## src/rpeg_pkg.sv

```systemverilog
`timescale 1ns / 1ps

package rpeg_pkg;

    // Fixed-point formats of the data path.
    localparam int FRAC_BITS  = 16;   // Q16.16 coordinates, projections and errors
    localparam int COEF_FRAC  = 12;   // Q20.12 matrix coefficients
    localparam int WORD_W     = 32;
    localparam int MUL_W      = 33;   // signed multiplier operand width
    localparam int PROD_W     = 2 * MUL_W;
    localparam int H_W        = 56;   // homogeneous accumulator width
    localparam int DIV_W      = 56;   // divider divisor and remainder width
    localparam int SSUM_W     = 65;   // sum of two squares
    localparam int ROOT_W     = 64;
    localparam int COUNT_W    = 21;   // kept_count port width
    localparam int CFG_DATA_W = 64;
    localparam int CFG_IDX_W  = 3;
    localparam int NUM_COEF   = 12;
    localparam int CNT_W      = 6;    // sequencer step counter
    localparam int DIV_STEPS  = 32;
    localparam int ROOT_STEPS = 32;
    localparam int MAC_STEPS  = 9;

    localparam int MAX_POINTS_DEFAULT = 1048576;

    localparam logic [WORD_W-1:0] ERR_MAX      = 32'hFFFF_FFFF;
    localparam logic [WORD_W-1:0] POS_SAT      = 32'h7FFF_FFFF;
    localparam logic [WORD_W-1:0] NEG_SAT      = 32'h8000_0000;
    localparam logic [WORD_W-1:0] MAX_ERR_INIT = 32'hFFFF_FFFF;

    // Register indexes of the configuration port.
    localparam logic [CFG_IDX_W-1:0] REG_ROW0_LO  = 3'd0;
    localparam logic [CFG_IDX_W-1:0] REG_ROW0_HI  = 3'd1;
    localparam logic [CFG_IDX_W-1:0] REG_ROW1_LO  = 3'd2;
    localparam logic [CFG_IDX_W-1:0] REG_ROW1_HI  = 3'd3;
    localparam logic [CFG_IDX_W-1:0] REG_ROW2_LO  = 3'd4;
    localparam logic [CFG_IDX_W-1:0] REG_ROW2_HI  = 3'd5;
    localparam logic [CFG_IDX_W-1:0] REG_MAX_ERR  = 3'd6;
    localparam logic [CFG_IDX_W-1:0] REG_FILTER   = 3'd7;

    typedef struct packed {
        logic signed [31:0] point_x;
        logic signed [31:0] point_y;
        logic signed [31:0] point_z;
        logic signed [31:0] obs_u;
        logic signed [31:0] obs_v;
        logic               last;
    } in_t;

    typedef struct packed {
        logic               keep;
        logic               depth_bad;
        logic [31:0]        error;
        logic signed [31:0] proj_u;
        logic signed [31:0] proj_v;
        logic               set_done;
        logic [31:0]        mean_error;
        logic [20:0]        kept_count;
    } out_t;

    typedef struct packed {
        logic [NUM_COEF-1:0][WORD_W-1:0] coef;
        logic [WORD_W-1:0]               max_error;
        logic                            filter_enable;
    } cfg_t;

    typedef enum logic [3:0] {
        ST_IDLE,
        ST_MUL,
        ST_DEPTH,
        ST_DIV_LOAD,
        ST_DIV_RUN,
        ST_DIV_STORE,
        ST_SQUARE,
        ST_SQRT,
        ST_ACCUM,
        ST_EMIT
    } state_t;

    typedef enum logic [1:0] {
        DIV_U,
        DIV_V,
        DIV_MEAN
    } div_op_t;

    typedef enum logic [1:0] {
        MUL_MAC,
        MUL_SQU,
        MUL_SQV
    } mul_sel_t;

    typedef struct packed {
        logic     load;
        logic     mul_en;
        mul_sel_t mul_sel;
        logic [3:0] mac_idx;   // {row, column} of the coefficient
        logic     acc_en;
        logic     ssum_load;
        logic     ssum_add;
        logic     div_load;
        logic     div_step;
        logic     div_store;
        div_op_t  div_op;
        logic     root_load;
        logic     root_step;
        logic     accum;
        logic     emit;
    } cmd_t;

    typedef struct packed {
        logic h2_zero;
        logic last;
        logic kept_nz;
    } stat_t;

endpackage

```

## src/rpeg_ctrl.sv

```systemverilog
`timescale 1ns / 1ps

module rpeg_ctrl (
    input  logic            clk,
    input  logic            rst_n,
    input  logic            point_valid,
    output logic            point_ready,
    input  logic            result_ready,
    output logic            result_valid,
    input  rpeg_pkg::stat_t stat,
    output rpeg_pkg::cmd_t  cmd
);

    rpeg_pkg::state_t  state_reg, state_next;
    rpeg_pkg::div_op_t op_reg, op_next;
    logic [rpeg_pkg::CNT_W-1:0] cnt_reg, cnt_next;
    logic valid_reg, valid_next;

    // Maps a multiply step to the {row, column} of its coefficient.
    function automatic logic [3:0] mac_map(input logic [rpeg_pkg::CNT_W-1:0] c);
        logic [3:0] r;
        case (c)
            6'd0:    r = 4'b00_00;
            6'd1:    r = 4'b00_01;
            6'd2:    r = 4'b00_10;
            6'd3:    r = 4'b01_00;
            6'd4:    r = 4'b01_01;
            6'd5:    r = 4'b01_10;
            6'd6:    r = 4'b10_00;
            6'd7:    r = 4'b10_01;
            6'd8:    r = 4'b10_10;
            default: r = 4'b00_00;
        endcase
        return r;
    endfunction

    always_ff @(posedge clk or negedge rst_n)
    begin
        if (!rst_n)
        begin
            state_reg <= rpeg_pkg::ST_IDLE;
            op_reg    <= rpeg_pkg::DIV_U;
            cnt_reg   <= '0;
            valid_reg <= 1'b0;
        end
        else
        begin
            state_reg <= state_next;
            op_reg    <= op_next;
            cnt_reg   <= cnt_next;
            valid_reg <= valid_next;
        end
    end

    always_comb
    begin
        state_next  = state_reg;
        op_next     = op_reg;
        cnt_next    = cnt_reg;
        valid_next  = valid_reg;
        cmd         = '0;
        cmd.mul_sel = rpeg_pkg::MUL_MAC;
        cmd.div_op  = op_reg;
        point_ready = 1'b0;

        if (valid_reg && result_ready)
        begin
            valid_next = 1'b0;
        end

        case (state_reg)
            rpeg_pkg::ST_IDLE:
            begin
                point_ready = 1'b1;
                if (point_valid)
                begin
                    cmd.load   = 1'b1;
                    cnt_next   = '0;
                    state_next = rpeg_pkg::ST_MUL;
                end
            end
            rpeg_pkg::ST_MUL:
            begin
                cmd.mul_en  = (cnt_reg < rpeg_pkg::CNT_W'(rpeg_pkg::MAC_STEPS));
                cmd.mac_idx = mac_map(cnt_reg);
                cmd.acc_en  = (cnt_reg != '0);
                if (cnt_reg == rpeg_pkg::CNT_W'(rpeg_pkg::MAC_STEPS))
                begin
                    state_next = rpeg_pkg::ST_DEPTH;
                end
                else
                begin
                    cnt_next = cnt_reg + 1'b1;
                end
            end
            rpeg_pkg::ST_DEPTH:
            begin
                op_next = rpeg_pkg::DIV_U;
                if (stat.h2_zero)
                begin
                    state_next = rpeg_pkg::ST_ACCUM;
                end
                else
                begin
                    state_next = rpeg_pkg::ST_DIV_LOAD;
                end
            end
            rpeg_pkg::ST_DIV_LOAD:
            begin
                if (op_reg == rpeg_pkg::DIV_MEAN && !stat.kept_nz)
                begin
                    state_next = rpeg_pkg::ST_EMIT;
                end
                else
                begin
                    cmd.div_load = 1'b1;
                    cnt_next     = '0;
                    state_next   = rpeg_pkg::ST_DIV_RUN;
                end
            end
            rpeg_pkg::ST_DIV_RUN:
            begin
                cmd.div_step = 1'b1;
                cnt_next     = cnt_reg + 1'b1;
                if (cnt_reg == rpeg_pkg::CNT_W'(rpeg_pkg::DIV_STEPS - 1))
                begin
                    state_next = rpeg_pkg::ST_DIV_STORE;
                end
            end
            rpeg_pkg::ST_DIV_STORE:
            begin
                cmd.div_store = 1'b1;
                cnt_next      = '0;
                case (op_reg)
                    rpeg_pkg::DIV_U:
                    begin
                        op_next    = rpeg_pkg::DIV_V;
                        state_next = rpeg_pkg::ST_DIV_LOAD;
                    end
                    rpeg_pkg::DIV_V:
                    begin
                        state_next = rpeg_pkg::ST_SQUARE;
                    end
                    default:
                    begin
                        state_next = rpeg_pkg::ST_EMIT;
                    end
                endcase
            end
            rpeg_pkg::ST_SQUARE:
            begin
                cnt_next = cnt_reg + 1'b1;
                case (cnt_reg)
                    6'd0:
                    begin
                        cmd.mul_en  = 1'b1;
                        cmd.mul_sel = rpeg_pkg::MUL_SQU;
                    end
                    6'd1:
                    begin
                        cmd.mul_en    = 1'b1;
                        cmd.mul_sel   = rpeg_pkg::MUL_SQV;
                        cmd.ssum_load = 1'b1;
                    end
                    6'd2:
                    begin
                        cmd.ssum_add = 1'b1;
                    end
                    default:
                    begin
                        cmd.root_load = 1'b1;
                        cnt_next      = '0;
                        state_next    = rpeg_pkg::ST_SQRT;
                    end
                endcase
            end
            rpeg_pkg::ST_SQRT:
            begin
                cmd.root_step = 1'b1;
                cnt_next      = cnt_reg + 1'b1;
                if (cnt_reg == rpeg_pkg::CNT_W'(rpeg_pkg::ROOT_STEPS - 1))
                begin
                    state_next = rpeg_pkg::ST_ACCUM;
                end
            end
            rpeg_pkg::ST_ACCUM:
            begin
                cmd.accum = 1'b1;
                op_next   = rpeg_pkg::DIV_MEAN;
                if (stat.last)
                begin
                    state_next = rpeg_pkg::ST_DIV_LOAD;
                end
                else
                begin
                    state_next = rpeg_pkg::ST_EMIT;
                end
            end
            rpeg_pkg::ST_EMIT:
            begin
                if (!valid_reg || result_ready)
                begin
                    cmd.emit   = 1'b1;
                    valid_next = 1'b1;
                    state_next = rpeg_pkg::ST_IDLE;
                end
            end
            default:
            begin
                state_next = rpeg_pkg::ST_IDLE;
            end
        endcase
    end

    assign result_valid = valid_reg;

endmodule

```

## config.mk

```make
export PLATFORM = sky130hd
export DESIGN_NAME = rpeg_ctrl
export DESIGN_NICKNAME = d
export VERILOG_FILES = /design/src/rpeg_pkg.sv /design/src/rpeg_ctrl.sv
export SDC_FILE = /design/constraint.sdc
export NUM_CORES = 1
export LEC_CHECK = 0
export BUFFER_PORTS_ARGS = -buffer_cell sky130_fd_sc_hd__buf_2
export CORE_MARGIN = 5
export CORE_UTILIZATION = 58
export DETAILED_ROUTE_END_ITERATION = 10
export PLACE_DENSITY = 0.85
export SLEW_MARGIN = 20
export SYNTH_ARGS = -nofsm -noshare
export SYNTH_HDL_FRONTEND = slang
export SYNTH_SLANG_ARGS = --single-unit
```

## constraint.sdc

```tcl
create_clock -name clk -period 4.87 [get_ports clk]
set_input_delay 0.2435 -clock clk [delete_from_list [all_inputs] [get_ports clk]]
set_output_delay 0.2435 -clock clk [all_outputs]
set_load 0.02 [all_outputs]
```

* Word level (Yosys, flattened, before mapping)
Memory sizes are Yosys's and may differ from the RTL's.
Index checks and enable logic that the tools add are counted.
Widths: inputs -> output; s select.
** Storage, ports and cells
- Flip-flop bits (word level) :: 13
- ROM bits :: 64
- Input port bits :: 7
- Output and inout bits :: 22
- Logic and storage cells :: 90
- Memories kept :: 1
** Cells by class
- $add $sub $neg :: 1
- Order comparisons :: 1
- Equality and inequality tests :: 24
- Muxes and demuxes :: 42
- Reduce and logical (&&, ||, !) cells :: 17
** Memory list
- (name not given) :: words 16, width 4, rd ports 1, clocked after Yosys merged registers in 0, write ports 0, line rpeg_ctrl.sv:22 : case (c)
** Operator list (count)
- $mux 4 :: 10
- $pmux 4 s10 :: 1
- $pmux 6 s6 :: 1
- $mux 6 :: 4
- $mux 1 :: 18
- $ne 2x2->1 const B :: 9
- $eq 4x3->1 const B :: 4
- $reduce_bool 6->1 :: 2
- $eq 4x2->1 const B :: 2
- $eq 4x4->1 const B :: 2
- $pmux 4 s2 :: 1
- $add 6x1->6 const B :: 1
- $eq 6x1->1 const B :: 1
- $eq 6x2->1 const B :: 1
- $eq 6x4->1 const B :: 1
- $eq 6x5->1 const B :: 1
- $logic_not 6->1 :: 1
- $lt 6x4->1 const B :: 1
- $mux 2 :: 3
- $pmux 2 s3 :: 1
- $pmux 3 s2 :: 1
- $reduce_and 6->1 :: 1
- $mux 5 :: 1
- $eq 4x1->1 const B :: 1
- 13 further kinds :: 16

* Depth between registers and ports, before layout
Gate-level depths: netlist of run 1.
- Depth in word-level cells :: 4
- Mapped depth :: 7
- Gate-level depth less buffers :: 7

* Worst setup path before layout of run 1
OpenSTA, ideal clock, no wires.
- Path kind :: flip-flop to output port
- Start :: register cnt_reg[5] (netlist name)
- End :: output port cmd[12] (netlist name)
- Arrival :: 2024 ps
- Required time :: 4627 ps
- Path slack :: 2603 ps
- Stages on the path, launching flop included :: 5
- Path buffers :: 1
- Path through :: dfrtp_1 clkdlybuf4s15_2 nor2_1 nand4_1 a2111oi_0
** RTL lines
- start: declaration :: line rpeg_ctrl.sv:16 : logic [rpeg_pkg::CNT_W-1:0] cnt_reg, cnt_next;
- start signal: assignment :: line rpeg_ctrl.sv:50 : cnt_reg <= cnt_next;
- end: declaration :: line rpeg_ctrl.sv:11 : output rpeg_pkg::cmd_t cmd

==> flow_summary.yaml, run 1 <==
hold_path:
  holdPathStages: 2
  min_from: "result_ready"
  hp-class: "in -> reg"
  holdPathEnd: "result_valid"
die:
  start_util_pct: 62.5
  die_y_um: 56.4
  fp.coreArea_mm2: 0.00200
  die-area_mm2: 0.00319
  std_cell_rows: 16
  ioPinCount: 29
  die_w_um: 56.4
drt:
  first_iter_violations: 45
  viasPerCell: 6.08
  wl_um: 3020
  ant_nets: 0
  vias: 1288
  post_drt_wl_per_cell_um: 14.2
  drc: 0
  firstDrtPassIters: 4
logic_synthesis:
  async_flop_share_pct: 100
  synth_ff_type: "dfrtp_1"
  avgSynthCellArea_um2: 7.72
  yosysSeqAreaShare_pct: 26.0
  netlist_area_mm2: 0.00125
  synth_nets: 174
  ys_warn_count: 0
  ys_seq_elements: 13
  ys_types: 52
  synth_edf_count: 0
  syn_inst: 162
final_layout:
  largest_reg_flops: 6
  syn2layout_area_growth_pct: 10.2
  multi_input_area_um2: 806
  n_fill_cell: 170
  regArea_um2: 325
  final_util_pct: 68.9
  drive_gt1_share_pct: 23.2
  nNetsFinal: 198
  diodes: 0
  instances_no_fill: 212
global_route:
  grt_pass1_wl_um: 5050
  grt_overflow: 0
  antenna_found_initial: 0
  grt_use_total_pct: 19.2
  grt_max_degree: 24
  grt_pass1_vias: 1128
clocking:
  clk_latency_ps: 260
  htreeDepth: 1
  root_buffer: "clkbuf_4"
  cts_made_buffers: 3
  post_cts_buffers: 0
  clk_pin_slew_ps: 70
  cts.repair.resized: 0
  cts_sinks: 13
  clockBufferDepth: 2
  cts_tree: "yes"
sta:
  fin_crit_ps: 2460
  relSlewSlack_pct: 57.1
  tightestPinTransition_ps: 644
  rsz0062_at_grt: "no"
  hold_violations: 0
  post-route-period-util_pct: 50.6
  drv_slew: 0
  fmax_mhz: 406
  skew_ps: 0.367
  worst_slack_ps: 2410
  finalSetupViolations: 0
  timing.setup.tns_ps: 0
placement:
  io_buffers: 28
  dp.cells: 207
  place_congestion: 0.844
  dp_hpwl_um: 2340
  pre_cts_ws_ps: 2650
critical_path:
  worstRegToRegCells: 7
  cp.required_ps: 4630
  rrSetupSlack_ps: 2620
  r2r-end: "state_reg[0]"
  crit_fanout: 22
  worstReg2RegStart: "cnt_reg[1]"
  path_class: "reg -> out"
  worstPathArrival_ps: 2220
  startpoint_type: "flip-flop"
  cp-end-kind: "output pin"
pwr:
  power.density_mw_per_mm2: 571
  irDropWorstVdd_v: 0.000376
  p_leak_nw: 0.642
run_status:
  status: "finished, final reports clean"
job:
  cap_viol_max_count: 0
layout by cell type (no fill, tap or decap), types with 4 or more instances in the layout:
cell type,netlist,routed
and2_1,4,4
dfrtp_1,13,13
nand2_1,17,17
o21ai_0,8,8
nand2b_1,4,4
nand3_1,7,7
ha_1,5,5
buf_2,1,28
nor2_1,18,18
inv_1,10,10
a21oi_1,15,15
nor3_1,5,5
Yosys cell counts, types with 2 or more instances:
library cell	instances	area, um2
nor2_1	18	67.6
nor3_1	5	25.0
nor2b_1	3	18.8
clkbuf_1	3	11.3
inv_1	10	37.5
nand4_1	2	12.5
a21oi_1	15	75.1
nand3_1	7	35.0
and3_1	3	18.8
a21oi_2	2	17.5
a211oi_1	2	15.0
ha_1	5	62.6
a2111oi_0	2	17.5
and2_2	2	15.0
o22ai_1	2	12.5
o21ai_0	8	40.0
nand2b_1	4	25.0
dfrtp_1	13	325
and2_1	4	25.0
nor4_1	2	12.5
nand2_1	17	63.8
buf_6	3	33.8
cells by family (layout without fill, tap and decap cells):
logic type,count (synthesis),count (layout),synth area share (%)
AO/OA/AOI/OAI,45,45,23.7
buffers and inverters,20,43,9.60
multiplexers,1,1,0.900
AND/OR/NAND/NOR,77,77,34.1
flip-flops,13,13,26.0
adder cells (fa/ha/maj),5,5,5.00
XOR/XNOR,1,1,0.700
critical path: stages, from the launching register on:
cell and delay, ps:
dfrtp_1 750, nand4_1 350, a2111oi_0 590, buf_2 260
per-stage QoR:
stage	cell area [um2]	hold slack, ps	power (mW)
after floorplan	1250	-52.1	0.625
after global placement	1340	137	0.695
after detailed placement	1340	139	0.717
after CTS	1380	175	0.784
after global routing	1380	192	0.855
final	1380	191	0.787
metal layers:
metal	share of wire [%]	vias up	GRT usage [%]
met5	0	-	0
met4	2.3	0	9.15
met3	8.0	10	2.75
met2	46	58	30.4
met1	43	592	25.5
li1	-	628	-
report_power, final:
group,internal [mW],switching [mW]
Clock,0.0317,0.0320
Combinational,0.194,0.292
Sequential,0.138,0.0994
worst max-delay path by stage:
stage,to,startpoint,cells after the start
final,cmd[14],state_reg[0],3
after global routing,cmd[14],state_reg[1],4
after CTS,cmd[14],state_reg[1],4
after detailed placement,state_reg[0],cnt_reg[1],7
after global placement,state_reg[0],cnt_reg[1],7
after floorplan,cmd[12],cnt_reg[5],4
what timing repair did:
item,CTS,global route
endpoints found under the setup margin,0,0
hold endpoints to repair,13,0
hold buffers,1,0
final cells by class:
type / count / area share [%]
flip-flops and latches: 13 / 23.6
multi-input cells: 129 / 58.4
repair buffers: 29 / 10.9
clock buffers: 4 / 1.91
inverters: 10 / 2.72
well taps: 27 / 2.45
(Power assumes the default switching activity.)
==> run 2, diff against run 1 <==
- CORE_UTILIZATION: 58 -> 53
- PLACE_DENSITY: 0.85 -> 0.79
- clock period: 4.87 -> 2.55 ns (I/O delays scaled with it)
==> flow_summary.yaml, run 2 (synthesized netlist as in run 1, its figures left out) <==
sta:
  rsz0062_at_grt: "no"
  skew_ps: 7.71
  tightestPinTransition_ps: 609
  finalSetupViolations: 0
  fin_crit_ps: 2210
  timing.setup.tns_ps: 0
  post-route-period-util_pct: 86.6
  fmax_mhz: 453
  worst_slack_ps: 343
  hold_violations: 0
  relSlewSlack_pct: 59.4
  drv_slew: 0
critical_path:
  worstPathArrival_ps: 2080
  crit_fanout: 15
  cp-end-kind: "output pin"
  path_class: "reg -> out"
  startpoint_type: "flip-flop"
  crit_slowest_cell: "dfrtp_1"
  cp.required_ps: 2420
  rrSetupSlack_ps: 350
  crit_top_cell: "o21ai_0"
  slowest_delay_ps: 550
  crit_chain: "nand2b_1 > nor2_1 > and3_1 > o21ai_0 > o21ai_0 > buf_2"
final_layout:
  largest_reg_flops: 6
  n_fill_cell: 209
  diodes: 0
  syn2layout_area_growth_pct: 10.9
  final_util_pct: 62.1
  final_cell_mix: "buf_2 (28), nor2_1 (18), nand2_1 (17), a21oi_1 (15), dfrtp_1 (13)"
  finalInstanceArea_mm2: 0.00139
  drive_gt1_share_pct: 23.7
  nNetsFinal: 199
  final_common_cell: "buf_2"
clocking:
  post_cts_buffers: 0
  clk_latency_ps: 280
  cts_tree: "yes"
  cts_sinks: 13
  clk_pin_slew_ps: 70
  clockBufferDepth: 2
  root_buffer: "clkbuf_4"
  cts.repair.resized: 0
  cts_made_buffers: 3
  htreeDepth: 1
drt:
  firstDrtPassIters: 4
  vias: 1241
  first_iter_violations: 50
  ant_nets: 0
  viasPerCell: 5.80
  wl_um: 2960
  post_drt_wl_per_cell_um: 13.8
  drc: 0
run_status:
  status: "finished, final reports clean"
global_route:
  grt_util_met2_pct: 28.2
  grt_use_total_pct: 19.3
  grt_pass1_wl_um: 5270
  grt_max_degree: 23
  grt_overflow: 0
  grt_busiest_layer: "met1"
  grt_use_met1_pct: 28.4
  antenna_found_initial: 0
  gr-usage-met3_pct: 5.26
  grt_pass1_vias: 1151
pwr:
  irDropWorstVdd_v: 0.000854
  power.density_mw_per_mm2: 1090
  p_leak_nw: 0.647
placement:
  io_buffers: 28
  dpl_cell_area_mm2: 0.00135
  pre_cts_ws_ps: 360
  dp_hpwl_um: 2250
  place_congestion: 0.859
die:
  start_util_pct: 56.0
  fp.coreArea_mm2: 0.00223
  ioPinCount: 29
  std_cell_rows: 17
  die_y_um: 58.6
  die_w_um: 58.6
  die-area_mm2: 0.00343
job:
  cap_viol_max_count: 0
hold_path:
  hp-class: "in -> reg"
[run 2: cell count changes in the layout (fill, tap and decap cells not counted)]
cell,delta
buf_4,+1
[run 2: through the flow]
stage	instances	power (mW)	hold WS, ps
final	214	1.52	71.8
after global routing	214	1.67	91.2
after CTS	214	1.51	68.8
after detailed placement	209	1.38	34.1
after global placement	209	1.35	33.1
after floorplan	162	1.19	-168
[run 2: cell type report]
type | instances | area (um2) | area share, %
Clock buffer | 4 | 26.3 | 1.89
Inverter | 10 | 37.5 | 2.71
Multi-Input combinational cell | 129 | 806 | 58.1
Sequential cell | 13 | 325 | 23.4
Tap cell | 28 | 35.0 | 2.52
Timing Repair Buffer | 30 | 158 | 11.4
[run 2: worst paths after layout]
path	start	endpoint	cells after the start
max in group asynchronous	rst_n	cnt_reg[5]	2
worst max-delay path	state_reg[3]	cmd[18]	6
worst max register to register	cnt_reg[1]	state_reg[0]	7
min in group asynchronous	rst_n	cnt_reg[2]	2
worst min-delay path	result_ready	result_valid	2
worst min register to register	result_valid	result_valid	2
[run 2: timing repair]
| item | in CTS | in global routing |
|---|---|---|
| endpoints found under the hold margin | 13 | 0 |
| endpoints found under the setup margin | 0 | 0 |
| hold buffers | 1 | 0 |
[run 2: power by group]
| part | internal [mW] | total, mW | leakage (nW) | switching (mW) |
|---|---|---|---|---|
| clock network | 0.0608 | 0.131 | 0.0150 | 0.0702 |
| registers | 0.264 | 0.422 | 0.170 | 0.158 |
| logic | 0.380 | 0.963 | 0.463 | 0.583 |
[run 2: metal layers]
metal / share of wire (%) / vias up
li1: - / 628
met1: 48 / 560
met2: 43 / 49
met3: 8.3 / 4
met4: 0.68 / 0
met5: 0 / -
[run 2: critical path: cells and delay by family, from the launching register on]
kind / cells / cell delay [ps]
and+or+nand+nor: 3 / 840
DFF: 1 / 550
AOI/OAI and AO/OA: 2 / 200
buffers and inverters: 1 / 200
==> run 3, diff against run 2 <==
- ABC_CLOCK_PERIOD_IN_PS: unset -> 2550
- CORE_UTILIZATION: 53 -> 39
- PLACE_DENSITY: 0.79 -> unset
==> flow_summary.yaml, run 3 (synthesized netlist as in run 1, its figures left out) <==
critical_path:
  worstReg2RegStart: "cnt_reg[1]"
  worstSetupStartpoint: "cnt_reg[1]"
  startpoint_type: "flip-flop"
  worstPathArrival_ps: 2370
  crit_chain: "inv_1 > ha_1 > or3_4 > a21oi_2 > nor2_1 > a211o_1 > o32a_1"
  cp-end-kind: "flip-flop"
  slowest_delay_ps: 480
  cp.required_ps: 2700
  crit_slowest_cell: "dfrtp_1"
  crit_fanout: 8
  path_class: "reg -> reg"
pwr:
  power.density_mw_per_mm2: 1080
  clkPwrFrac_pct: 8.2
  power_frac_seq_pct: 28.7
  irDropWorstVdd_v: 0.000434
  combPwrFrac_pct: 63.1
  p_sw_share_pct: 53.5
  p_leak_nw: 0.647
  switching_power_uw: 810
  p_int_uw: 704
  finalPower_mw: 1.51
sta:
  rsz0062_at_grt: "no"
  timing.setup.tns_ps: 0
  fin_crit_ps: 2210
  hold_violations: 0
  skew_ps: 0.670
  relSlewSlack_pct: 57.3
  finalSetupViolations: 0
  drv_slew: 0
  fmax_mhz: 452
  post-route-period-util_pct: 86.8
  tightestPinTransition_ps: 641
drt:
  ant_nets: 0
  drc: 0
  vias: 1239
  wl_um: 3020
  post_drt_wl_per_cell_um: 13.1
  viasPerCell: 5.39
  firstDrtPassIters: 4
  first_iter_violations: 116
die:
  die-area_mm2: 0.00444
  fp.coreArea_mm2: 0.00308
  die_y_um: 66.6
  die_w_um: 66.6
  start_util_pct: 40.7
  ioPinCount: 29
  std_cell_rows: 20
placement:
  io_buffers: 28
  dp_hpwl_um: 2330
  dp.cells: 225
  place_congestion: 0.851
global_route:
  grt_pass1_wl_um: 4980
  grt_overflow: 0
  grt_use_total_pct: 14.0
  grt_max_degree: 23
  antenna_found_initial: 0
  grt_pass1_vias: 1129
final_layout:
  multi_input_area_um2: 806
  final_common_cell: "buf_2"
  regArea_um2: 325
  final_util_pct: 45.7
  syn2layout_area_growth_pct: 12.5
  final_cell_mix: "buf_2 (28), nor2_1 (18), nand2_1 (17), a21oi_1 (15), dfrtp_1 (13)"
  nNetsFinal: 199
  largest_reg_flops: 6
  instances_no_fill: 230
  diodes: 0
  drive_gt1_share_pct: 23.7
  n_fill_cell: 335
clocking:
  post_cts_buffers: 0
  cts.repair.resized: 0
  cts_tree: "yes"
  clk_pin_slew_ps: 80
  clk_latency_ps: 260
  clockBufferDepth: 2
  root_buffer: "clkbuf_4"
  cts_made_buffers: 3
  cts_sinks: 13
  htreeDepth: 1
  cts_hold_buf: 1
job:
  cap_viol_max_count: 0
run_status:
  status: "finished, final reports clean"
hold_path:
  hp-class: "in -> reg"
  min_from: "result_ready"
[run 3: cell counts in the layout (fill, tap and decap cells not counted)]
Identical to the previous run, type by type.
[run 3: worst paths after layout]
kind / end / depth (start not counted) / slack (ps)
setup / recovery: state_reg[0] / 7 / 340
hold / removal: result_valid / 2 / 80
setup reg to reg: state_reg[0] / 7 / 340
hold reg to reg: result_valid / 2 / 570
max in group asynchronous: cnt_reg[1] / 2 / 2050
min in group asynchronous: op_reg[1] / 2 / 270
[run 3: through the flow]
step | worst slack, ps | hold slack (ps) | cell area [um2]
finish | 337 | 77.5 | 1410
global route | 188 | 83.9 | 1410
floorplan | 399 | -168 | 1250
detailed placement | 356 | 36.4 | 1370
global placement | 431 | 30.6 | 1370
CTS | 343 | 73.4 | 1410
[run 3: critical path: cells and delay by family (launching register included)]
kind,cells,cell delay [ps]
adder cells (fa/ha/maj),1,270
buffers and inverters,1,120
AND/OR/NAND/NOR,2,520
AO/OA/AOI/OAI,3,720
flip-flops,1,480
[run 3: power groups by stage]
| stage | Clock (mW) | Sequential, mW | Combinational, mW |
|---|---|---|---|
| 2_1_floorplan | 0 | 0.346 | 0.847 |
| 3_3_place_gp | 0 | 0.428 | 0.941 |
| 3_5_place_dp | 0 | 0.435 | 0.956 |
| 4_1_cts | 0.129 | 0.431 | 0.961 |
| 5_1_grt | 0.140 | 0.457 | 1.07 |
| 6_report | 0.125 | 0.434 | 0.956 |
[run 3: metal layers]
metal / GRT usage, % / routed length [um]
met1: 19.9 / 1510
met2: 22.0 / 1350
met3: 1.85 / 146
met4: 3.81 / 10
met5: 0 / 0
[run 3: cell type report]
cell class	instances	share of cell area [%]
tap	44	3.91
clock buffer	4	1.87
sequential	13	23.1
timing repair buffer	30	11.2
multi-input combinational	129	57.2
inverter	10	2.67
